**src/hdl/u8v_pkg.sv**
```systemverilog
package u8v_pkg;

  // Default width of the saturating byte counter.
  localparam int LEN_BITS_DEFAULT = 11;

  // Configuration port geometry and register indexes.
  localparam int CFG_IDX_W  = 2;
  localparam int CFG_DATA_W = 10;
  localparam logic [CFG_IDX_W-1:0] REG_MAX_BYTES   = 2'd0;
  localparam logic [CFG_IDX_W-1:0] REG_ALLOW_EMPTY = 2'd1;
  localparam logic [CFG_IDX_W-1:0] REG_IDENT_MODE  = 2'd2;
  localparam logic [CFG_DATA_W-1:0] MAX_BYTES_RESET = 10'd32;

  // Queue between the classifier and the decoder.
  localparam int Q_DEPTH = 4;
  localparam int Q_AW    = $clog2(Q_DEPTH);

  // Code point limits.
  localparam int CP_W = 21;
  localparam logic [CP_W-1:0] CP_MIN_2     = 21'h000080;
  localparam logic [CP_W-1:0] CP_MIN_3     = 21'h000800;
  localparam logic [CP_W-1:0] CP_MIN_4     = 21'h010000;
  localparam logic [CP_W-1:0] CP_MAX       = 21'h10FFFF;
  localparam logic [CP_W-1:0] CP_SURR_LO   = 21'h00D800;
  localparam logic [CP_W-1:0] CP_SURR_HI   = 21'h00DFFF;

  // Byte classes found by the front end.
  typedef enum logic [2:0] {
    KIND_ASCII = 3'd0,
    KIND_CONT  = 3'd1,
    KIND_LEAD2 = 3'd2,
    KIND_LEAD3 = 3'd3,
    KIND_LEAD4 = 3'd4,
    KIND_BAD   = 3'd5
  } kind_t;

  // Sequence class held while continuations are pending.
  typedef enum logic [1:0] {
    CLS_NONE = 2'd0,
    CLS_2    = 2'd1,
    CLS_3    = 2'd2,
    CLS_4    = 2'd3
  } cls_t;

  typedef enum logic [1:0] {
    VERDICT_VALID    = 2'd0,
    VERDICT_BAD_LEN  = 2'd1,
    VERDICT_BAD_TEXT = 2'd2
  } verdict_t;

  typedef enum logic [2:0] {
    DETAIL_NONE    = 3'd0,
    DETAIL_LENGTH  = 3'd1,
    DETAIL_UTF8    = 3'd2,
    DETAIL_CONTROL = 3'd3,
    DETAIL_CHARSET = 3'd4
  } detail_t;

  // One classified byte as it travels through the queue.
  typedef struct packed {
    logic [5:0] bits;
    kind_t      kind;
    logic       ctrl;
    logic       cs_bad;
    logic       has_byte;
    logic       is_last;
  } item_t;

  // Smallest code point that a sequence class may encode.
  function automatic logic [CP_W-1:0] cls_min(input cls_t c);
    logic [CP_W-1:0] m;
    m = '0;
    unique case (c)
      CLS_2:   m = CP_MIN_2;
      CLS_3:   m = CP_MIN_3;
      CLS_4:   m = CP_MIN_4;
      default: m = '0;
    endcase
    return m;
  endfunction

endpackage

```
**src/hdl/u8v_front.sv**
```systemverilog
module u8v_front (
  input  logic              ident_mode,
  input  logic              in_valid,
  input  logic [7:0]        in_data_byte,
  input  logic              in_has_byte,
  input  logic              in_is_last,
  input  logic              q_full,
  output logic              in_stall,
  output logic              push,
  output u8v_pkg::item_t    push_item
);
  import u8v_pkg::*;

  logic ident_ok;

  // Identifier set: a-z, 0-9, dash, underscore, dot.
  assign ident_ok = (in_data_byte >= 8'h61 && in_data_byte <= 8'h7A) ||
                    (in_data_byte >= 8'h30 && in_data_byte <= 8'h39) ||
                    in_data_byte == 8'h2D || in_data_byte == 8'h5F ||
                    in_data_byte == 8'h2E;

  assign in_stall = q_full;
  assign push     = in_valid && !q_full;

  // Classify the byte so the decoder only needs its kind and payload bits.
  always_comb begin
    push_item          = '0;
    push_item.bits     = in_data_byte[5:0];
    push_item.has_byte = in_has_byte;
    push_item.is_last  = in_is_last;
    push_item.ctrl     = in_data_byte < 8'h20 || in_data_byte == 8'h7F;
    push_item.cs_bad   = ident_mode && !ident_ok;
    priority if (!in_data_byte[7]) begin
      push_item.kind = KIND_ASCII;
    end else if (in_data_byte[7:6] == 2'b10) begin
      push_item.kind = KIND_CONT;
    end else if (in_data_byte[7:5] == 3'b110) begin
      push_item.kind = KIND_LEAD2;
      push_item.bits = {1'b0, in_data_byte[4:0]};
    end else if (in_data_byte[7:4] == 4'b1110) begin
      push_item.kind = KIND_LEAD3;
      push_item.bits = {2'b00, in_data_byte[3:0]};
    end else if (in_data_byte[7:3] == 5'b11110) begin
      push_item.kind = KIND_LEAD4;
      push_item.bits = {3'b000, in_data_byte[2:0]};
    end else begin
      push_item.kind = KIND_BAD;
    end
  end

endmodule

```
**src/hdl/u8v_queue.sv**
```systemverilog
module u8v_queue (
  input  logic              clk,
  input  logic              rst_n,
  input  logic              push,
  input  u8v_pkg::item_t    push_item,
  input  logic              pop,
  output logic              full,
  output logic              not_empty,
  output u8v_pkg::item_t    head
);
  import u8v_pkg::*;

  item_t             mem_r [Q_DEPTH];
  logic [Q_AW-1:0]   wr_ptr_r, wr_ptr_nxt;
  logic [Q_AW-1:0]   rd_ptr_r, rd_ptr_nxt;
  logic [Q_AW:0]     cnt_r, cnt_nxt;

  assign full      = cnt_r == (Q_AW+1)'(Q_DEPTH);
  assign not_empty = cnt_r != '0;
  assign head      = mem_r[rd_ptr_r];

  // Pointer and fill bookkeeping.
  always_comb begin
    wr_ptr_nxt = push ? wr_ptr_r + 1'b1 : wr_ptr_r;
    rd_ptr_nxt = pop  ? rd_ptr_r + 1'b1 : rd_ptr_r;
    cnt_nxt    = cnt_r;
    if (push && !pop) begin
      cnt_nxt = cnt_r + 1'b1;
    end else if (pop && !push) begin
      cnt_nxt = cnt_r - 1'b1;
    end
  end

  always_ff @(posedge clk) begin
    if (!rst_n) begin
      wr_ptr_r <= '0;
      rd_ptr_r <= '0;
      cnt_r    <= '0;
    end else begin
      wr_ptr_r <= wr_ptr_nxt;
      rd_ptr_r <= rd_ptr_nxt;
      cnt_r    <= cnt_nxt;
    end
  end

  // Entry storage carries no reset.
  always_ff @(posedge clk) begin
    if (push) begin
      mem_r[wr_ptr_r] <= push_item;
    end
  end

endmodule

```
**src/hdl/u8v_back.sv**
```systemverilog
module u8v_back #(
  parameter int LEN_BITS = u8v_pkg::LEN_BITS_DEFAULT
) (
  input  logic                          clk,
  input  logic                          rst_n,
  input  logic [u8v_pkg::CFG_DATA_W-1:0] max_bytes,
  input  logic                          allow_empty,
  input  logic                          q_not_empty,
  input  u8v_pkg::item_t                head,
  output logic                          pop,
  output logic                          out_valid,
  input  logic                          out_stall,
  output logic [1:0]                    out_verdict,
  output logic [2:0]                    out_detail
);
  import u8v_pkg::*;

  localparam int CMP_W = (LEN_BITS > CFG_DATA_W) ? LEN_BITS : CFG_DATA_W;

  logic [LEN_BITS-1:0] cnt_r, cnt_nxt;
  logic [1:0]          pend_r, pend_nxt;
  logic [CP_W-1:0]     acc_r, acc_nxt, acc_step;
  cls_t                cls_r, cls_nxt;
  logic                mal_r, mal_nxt;
  logic                ctrl_r, ctrl_nxt;
  logic                csb_r, csb_nxt;
  logic                out_valid_r, out_valid_nxt;
  logic [1:0]          verdict_r, verdict_nxt;
  logic [2:0]          detail_r, detail_nxt;
  logic                slot_free;
  logic                cp_bad;
  logic                mal_fin;
  logic                len_bad;

  assign slot_free   = !out_valid_r || !out_stall;
  assign pop         = q_not_empty && (!head.is_last || slot_free);
  assign out_valid   = out_valid_r;
  assign out_verdict = verdict_r;
  assign out_detail  = detail_r;

  // Code point so far, extended by this continuation byte.
  assign acc_step = {acc_r[CP_W-7:0], head.bits};
  assign cp_bad   = acc_step < cls_min(cls_r) || acc_step > CP_MAX ||
                    (acc_step >= CP_SURR_LO && acc_step <= CP_SURR_HI);

  // Decode one byte, and on the last item form the verdict and clear.
  always_comb begin
    cnt_nxt       = cnt_r;
    pend_nxt      = pend_r;
    acc_nxt       = acc_r;
    cls_nxt       = cls_r;
    mal_nxt       = mal_r;
    ctrl_nxt      = ctrl_r;
    csb_nxt       = csb_r;
    verdict_nxt   = verdict_r;
    detail_nxt    = detail_r;
    out_valid_nxt = out_valid_r && out_stall;
    mal_fin       = 1'b0;
    len_bad       = 1'b0;
    if (pop) begin
      if (head.has_byte) begin
        if (!(&cnt_r)) begin
          cnt_nxt = cnt_r + 1'b1;
        end
        ctrl_nxt = ctrl_r | head.ctrl;
        csb_nxt  = csb_r | head.cs_bad;
        if (pend_r != 2'd0) begin
          if (head.kind != KIND_CONT) begin
            mal_nxt  = 1'b1;
            pend_nxt = 2'd0;
            acc_nxt  = '0;
            cls_nxt  = CLS_NONE;
          end else begin
            pend_nxt = pend_r - 1'b1;
            if (pend_r == 2'd1) begin
              mal_nxt = mal_r | cp_bad;
              acc_nxt = '0;
              cls_nxt = CLS_NONE;
            end else begin
              acc_nxt = acc_step;
            end
          end
        end else begin
          unique case (head.kind)
            KIND_ASCII: ;
            KIND_LEAD2: begin
              acc_nxt  = CP_W'(head.bits);
              pend_nxt = 2'd1;
              cls_nxt  = CLS_2;
            end
            KIND_LEAD3: begin
              acc_nxt  = CP_W'(head.bits);
              pend_nxt = 2'd2;
              cls_nxt  = CLS_3;
            end
            KIND_LEAD4: begin
              acc_nxt  = CP_W'(head.bits);
              pend_nxt = 2'd3;
              cls_nxt  = CLS_4;
            end
            default: mal_nxt = 1'b1;
          endcase
        end
      end
      if (head.is_last) begin
        // A sequence still open at the end of the field is malformed.
        mal_fin = mal_nxt || pend_nxt != 2'd0;
        len_bad = (cnt_nxt == '0 && !allow_empty) ||
                  CMP_W'(cnt_nxt) > CMP_W'(max_bytes);
        priority if (len_bad) begin
          verdict_nxt = VERDICT_BAD_LEN;
          detail_nxt  = DETAIL_LENGTH;
        end else if (mal_fin) begin
          verdict_nxt = VERDICT_BAD_TEXT;
          detail_nxt  = DETAIL_UTF8;
        end else if (ctrl_nxt) begin
          verdict_nxt = VERDICT_BAD_TEXT;
          detail_nxt  = DETAIL_CONTROL;
        end else if (csb_nxt) begin
          verdict_nxt = VERDICT_BAD_TEXT;
          detail_nxt  = DETAIL_CHARSET;
        end else begin
          verdict_nxt = VERDICT_VALID;
          detail_nxt  = DETAIL_NONE;
        end
        out_valid_nxt = 1'b1;
        cnt_nxt       = '0;
        pend_nxt      = 2'd0;
        acc_nxt       = '0;
        cls_nxt       = CLS_NONE;
        mal_nxt       = 1'b0;
        ctrl_nxt      = 1'b0;
        csb_nxt       = 1'b0;
      end
    end
  end

  always_ff @(posedge clk) begin
    if (!rst_n) begin
      cnt_r       <= '0;
      pend_r      <= 2'd0;
      acc_r       <= '0;
      cls_r       <= CLS_NONE;
      mal_r       <= 1'b0;
      ctrl_r      <= 1'b0;
      csb_r       <= 1'b0;
      out_valid_r <= 1'b0;
    end else begin
      cnt_r       <= cnt_nxt;
      pend_r      <= pend_nxt;
      acc_r       <= acc_nxt;
      cls_r       <= cls_nxt;
      mal_r       <= mal_nxt;
      ctrl_r      <= ctrl_nxt;
      csb_r       <= csb_nxt;
      out_valid_r <= out_valid_nxt;
    end
  end

  // Result payload carries no reset.
  always_ff @(posedge clk) begin
    verdict_r <= verdict_nxt;
    detail_r  <= detail_nxt;
  end

endmodule

```
**src/hdl/utf8_name_field_validator.sv**
```systemverilog
// Streaming UTF-8 text-field checker. A field arrives one byte per transfer on
// the in_ channel, with in_is_last on its final transfer (an empty field is a
// single transfer with in_has_byte low); exactly one verdict/detail transfer
// comes out per field, in field order. The block sustains one byte per clock
// unless the output stalls: a classifier puts each byte in a four-entry queue,
// a decoder drains one entry per cycle, and the last entry passes the queue and
// the output register before out_valid rises. The decoder holds on a last byte
// only while the output register is occupied and stalled, and the queue absorbs
// up to three more bytes behind it before in_stall rises. Write max_bytes,
// allow_empty and identifier_mode through cfg_ only while no field is in flight.
module utf8_name_field_validator #(
  parameter int LENGTH_COUNTER_BITS = u8v_pkg::LEN_BITS_DEFAULT
) (
  input  logic                           clk,
  input  logic                           rst_n,
  input  logic                           cfg_we,
  input  logic [u8v_pkg::CFG_IDX_W-1:0]  cfg_index,
  input  logic [u8v_pkg::CFG_DATA_W-1:0] cfg_wdata,
  input  logic                           in_valid,
  output logic                           in_stall,
  input  logic [7:0]                     in_data_byte,
  input  logic                           in_has_byte,
  input  logic                           in_is_last,
  output logic                           out_valid,
  input  logic                           out_stall,
  output logic [1:0]                     out_verdict,
  output logic [2:0]                     out_detail
);
  import u8v_pkg::*;

  logic [CFG_DATA_W-1:0] max_bytes_r;
  logic                  allow_empty_r;
  logic                  ident_mode_r;
  logic                  push;
  item_t                 push_item;
  logic                  pop;
  logic                  q_full;
  logic                  q_not_empty;
  item_t                 head;

  // Configuration registers.
  always_ff @(posedge clk) begin
    if (!rst_n) begin
      max_bytes_r   <= MAX_BYTES_RESET;
      allow_empty_r <= 1'b0;
      ident_mode_r  <= 1'b0;
    end else if (cfg_we) begin
      unique case (cfg_index)
        REG_MAX_BYTES:   max_bytes_r   <= cfg_wdata;
        REG_ALLOW_EMPTY: allow_empty_r <= cfg_wdata[0];
        REG_IDENT_MODE:  ident_mode_r  <= cfg_wdata[0];
        default: ;
      endcase
    end
  end

  u8v_front u_front (
    .ident_mode   (ident_mode_r),
    .in_valid     (in_valid),
    .in_data_byte (in_data_byte),
    .in_has_byte  (in_has_byte),
    .in_is_last   (in_is_last),
    .q_full       (q_full),
    .in_stall     (in_stall),
    .push         (push),
    .push_item    (push_item)
  );

  u8v_queue u_queue (
    .clk       (clk),
    .rst_n     (rst_n),
    .push      (push),
    .push_item (push_item),
    .pop       (pop),
    .full      (q_full),
    .not_empty (q_not_empty),
    .head      (head)
  );

  u8v_back #(
    .LEN_BITS (LENGTH_COUNTER_BITS)
  ) u_back (
    .clk         (clk),
    .rst_n       (rst_n),
    .max_bytes   (max_bytes_r),
    .allow_empty (allow_empty_r),
    .q_not_empty (q_not_empty),
    .head        (head),
    .pop         (pop),
    .out_valid   (out_valid),
    .out_stall   (out_stall),
    .out_verdict (out_verdict),
    .out_detail  (out_detail)
  );

endmodule

```
**config.mk**
```make
export PLATFORM = sky130hd
export DESIGN_NAME = utf8_name_field_validator
export DESIGN_NICKNAME = d
export VERILOG_FILES = /design/src/hdl/u8v_pkg.sv /design/src/hdl/u8v_front.sv /design/src/hdl/u8v_queue.sv /design/src/hdl/u8v_back.sv /design/src/hdl/utf8_name_field_validator.sv
export SDC_FILE = /design/constraint.sdc
export NUM_CORES = 1
export LEC_CHECK = 0
export BUFFER_PORTS_ARGS = -buffer_cell sky130_fd_sc_hd__buf_2
export CAP_MARGIN = 20
export CORE_MARGIN = 2
export CORE_UTILIZATION = 63
export CTS_BUF_LIST = sky130_fd_sc_hd__clkbuf_2 sky130_fd_sc_hd__clkbuf_4 sky130_fd_sc_hd__clkbuf_8
export CTS_CLUSTER_SIZE = 28
export DETAILED_ROUTE_END_ITERATION = 12
export PLACE_DENSITY = 0.78
export SLEW_MARGIN = 20
export SYNTH_ARGS = -nofsm -noshare
export SYNTH_HDL_FRONTEND = slang
export SYNTH_SLANG_ARGS = --single-unit
```
**constraint.sdc**
```tcl
create_clock -name clk -period 4.21 [get_ports clk]
set_input_delay 0.2105 -clock clk [delete_from_list [all_inputs] [get_ports clk]]
set_output_delay 0.2105 -clock clk [all_outputs]
set_load 0.01 [all_outputs]
```
==> results.sh <==
export IMPL_clkSlewWorstSetupHoldPaths_ns=0.12
export IMPL_dp_cells=622
export IMPL_die_x_um=97
export IMPL_std_cell_rows=33
export IMPL_power_per_cell_area_nw_per_um2=574.0
export IMPL_ratio_of_cells_with_drive_above_1_in_the_final_layout=0.1407
export IMPL_postCtsHoldBufs=0
export IMPL_cts_num_sinks=112
export IMPL_grt_overflow_total=0
export IMPL_route_detailed_drc=0
export IMPL_worst_path_dominant_cell_family="compound AO/OA/AOI/OAI gates"
export IMPL_num_nets_final=576
export IMPL_postSynthCellCount=502
export IMPL_worst_slew_margin_rel=0.3028
export IMPL_synthesis_area_um2=5449
export IMPL_min_path_type="in2reg"
export IMPL_antenna_diode_count=0
export IMPL_drt_pass1_iter_count=4
export IMPL_asyncSetResetFlopFracSynth=0
export IMPL_cts_inserted_buffers=9
export IMPL_grt_max_degree=54
export IMPL_antenna_found_initial=0
export IMPL_ys_seq_elements=112
export IMPL_worst_endpoint_required_ns=4.37
export IMPL_final_non_filler_cells=638
export IMPL_maximum_capacitance_violations=0
export IMPL_grt_usage=0.2270
export IMPL_grt_first_pass_wirelength_um=17370
export IMPL_clkLatencyLatePin_ns=0.38
export IMPL_initial_utilization=0.6566
export IMPL_final_hold_violation_count=0
export IMPL_drtIter0Drc=162
export IMPL_synth_edf_count=57
export IMPL_cts_max_path_buffers=2
export IMPL_cts_htree_levels=3
export IMPL_cp_slowest_cell="sky130_fd_sc_hd__mux4_2"
export IMPL_worst_margin_slew_ns=1.039
export IMPL_synth_distinct_cells=65
export IMPL_postCtsSetupRepairBufs=0
export IMPL_finalMaxSlewViolations=0
export IMPL_route_vias_total=3785
export IMPL_status="finished, final reports clean"
export IMPL_mappedNetlistNets=550
export IMPL_routabilityCongestion=0.8897
export IMPL_cts_root_buffer_cell="sky130_fd_sc_hd__clkbuf_8"
export IMPL_max_freq_mhz=304.1
export IMPL_ios=34
export IMPL_power_ir_vdd_worst_mv=0.2948
export IMPL_final_min_period_over_clock_period=0.7811
export IMPL_via_count_of_the_first_global_routing_pass=3651
export IMPL_leakage_nw=2.152
export IMPL_die_area_um2=9409
export IMPL_worst_path_buf_inv=0
export IMPL_placement_io_buffers=33
export IMPL_route_detailed_wl_per_inst_um=15.80
export IMPL_final_antenna_net_count=0
export IMPL_multi_input_area_um2=2444
export IMPL_endpoint_arrival_time_on_the_critical_path_ns=3.44
export IMPL_total_half_perimeter_wirelength_after_legalization_and_detailed_placement_um=7121
export IMPL_critPathMaxFanout=13
export IMPL_synth_flop_cell="sky130_fd_sc_hd__edfxtp_1"
export IMPL_placement_setup_worst_slack_ns=0.9138
export IMPL_cts_repair_resized=0
export IMPL_crit_chain="mux4_2 > and3_1 > a31oi_1 > ha_1 > and4_1 > a211oi_1 > nand2_1 > o221ai_1 > nand3_2 > a31o_1"
export IMPL_setup_worst_path_start_class="flop"
export IMPL_grt_setup_unrepaired="false"
export IMPL_critPathMaxStageDelay_ns=0.66
export IMPL_num_fill_cells=599
export IMPL_fp_dieH_um=97
export IMPL_yosys_warnings=0
export IMPL_layout_area_overhead_vs_synth_pct=8.404
export IMPL_viasPerCell=5.933
export IMPL_final_seq_area_um2=2813
export IMPL_cts_tree="yes"
export IMPL_clock_skew_final_ns=0.01535
export IMPL_finalSetupViolations=0
export IMPL_timing_critical_path_to_type="flop"
export IMPL_drt_wl_total_um=10080
export IMPL_critical_path_class="reg2reg"
export IMPL_syn_avg_cell_area_um2=10.85
export IMPL_core_area_um2=8299
export IMPL_final_setup_tns_ns=0
export IMPL_min_period_ns=3.288
export IMPL_worst_slack_ns=0.9216
export IMPL_seq_area_frac_synth=0.5162
[layer usage]
| metal | part of all wire | vias up | GRT usage | wire (um) |
|---|---|---|---|---|
| met3 | 0.040 | 8 | 0.04986 | 400 |
| met1 | 0.49 | 1818 | 0.3312 | 4970 |
| li1 | - | 1882 | - | - |
| met4 | 0.0063 | 0 | 0.04225 | 64 |
| met5 | 0 | - | 0 | 0 |
| met2 | 0.46 | 77 | 0.3563 | 4646 |
[per-stage QoR]
step           instance area (um^2)  total power [mW]  hold WS (ns)  utilization
3_5_place_dp                   5674             2.710        0.4320       0.6837
3_3_place_gp                   5674             2.672        0.4257       0.6837
5_1_grt                        5907             3.608       0.02943       0.7117
2_1_floorplan                  5449             2.407        0.3094            -
6_report                       5907             3.391       0.04393       0.7117
4_1_cts                        5901             3.400       0.03411       0.7110
[registers in the layout, indices dropped and copies added, names as in the netlist, named ones only]
name                count
u_back.mal_r            1
ident_mode_r            1
u_queue.cnt_r           3
u_queue.mem_r          52
u_back.ctrl_r           1
u_back.csb_r            1
u_queue.rd_ptr_r        2
u_back.cls_r            2
u_back.out_verdict      2
u_back.cnt_r           11
u_back.out_valid        1
allow_empty_r           1
max_bytes_r            10
u_back.pend_r           2
u_back.acc_r           15
u_back.out_detail       3
u_queue.wr_ptr_r        2
[cell families after synthesis]
logic type | Yosys count | synth area share
and+or+nand+nor | 190 | 0.1842
AOI/OAI and AO/OA | 94 | 0.1171
xor gates and xnor gates | 14 | 0.02250
muxes | 23 | 0.07302
adders and majority gates | 21 | 0.04960
DFF | 112 | 0.5162
buffers and inverters | 48 | 0.03743
[final timing paths]
check | start | endpoint | slack, ns | depth (start not counted)
worst max-delay path | flop | u_back.out_detail[0] | 0.92 | 10
worst min-delay path | in_is_last | u_queue.mem_r[0][0] | 0.04 | 1
worst max register to register | flop | u_back.out_detail[0] | 0.92 | 10
worst min register to register | u_back.acc_r[0] | u_back.acc_r[0] | 0.46 | 2
[cells in the final DEF (no fill, tap or decap), types with 3 or more instances in the layout]
cell / count
sky130_fd_sc_hd__nand3_1: 31
sky130_fd_sc_hd__mux2i_1: 9
sky130_fd_sc_hd__a21boi_0: 16
sky130_fd_sc_hd__a31oi_1: 3
sky130_fd_sc_hd__dfxtp_1: 55
sky130_fd_sc_hd__o21a_1: 3
sky130_fd_sc_hd__a21boi_1: 13
sky130_fd_sc_hd__nor2b_1: 18
sky130_fd_sc_hd__nor2_1: 27
sky130_fd_sc_hd__edfxtp_1: 57
sky130_fd_sc_hd__nor3_1: 9
sky130_fd_sc_hd__xor2_1: 5
sky130_fd_sc_hd__o21ai_0: 16
sky130_fd_sc_hd__or4_1: 3
sky130_fd_sc_hd__and2_1: 11
sky130_fd_sc_hd__buf_2: 33
sky130_fd_sc_hd__nor3b_1: 5
sky130_fd_sc_hd__xnor2_1: 9
sky130_fd_sc_hd__nand2_1: 50
sky130_fd_sc_hd__nand2b_1: 4
sky130_fd_sc_hd__o41ai_1: 3
sky130_fd_sc_hd__a211oi_1: 3
sky130_fd_sc_hd__ha_1: 20
sky130_fd_sc_hd__buf_4: 4
sky130_fd_sc_hd__nand3b_1: 3
sky130_fd_sc_hd__nand4_1: 7
sky130_fd_sc_hd__a21oi_1: 19
sky130_fd_sc_hd__inv_1: 26
sky130_fd_sc_hd__mux4_2: 13
sky130_fd_sc_hd__clkbuf_8: 9
sky130_fd_sc_hd__and3_1: 3
[power by group]
part           switching [mW]  internal (mW)
Clock                   0.401          0.297
Combinational           0.775          0.505
Sequential             0.0806           1.33
[area by class of cell]
type / instances / area share
clock inverter: 7 / 0.01737
sequential: 112 / 0.4762
tap: 105 / 0.02224
inverter: 26 / 0.01652
clock buffer: 9 / 0.02097
timing repair buffer: 37 / 0.03304
multi-input combinational: 342 / 0.4137
[synth_stat cells (all sizes together), types with 14 or more instances]
cell type / number / area, um^2
a21oi: 19 / 95.09
clkbuf: 14 / 52.55
o21ai: 17 / 85.08
ha: 20 / 250.2
nand2: 51 / 193.9
nor2: 27 / 101.4
dfxtp: 55 / 1101
a21boi: 29 / 217.7
edfxtp: 57 / 1712
inv: 26 / 97.59
nand3: 32 / 165.2
nor2b: 18 / 112.6
(Power assumes the default switching activity.)
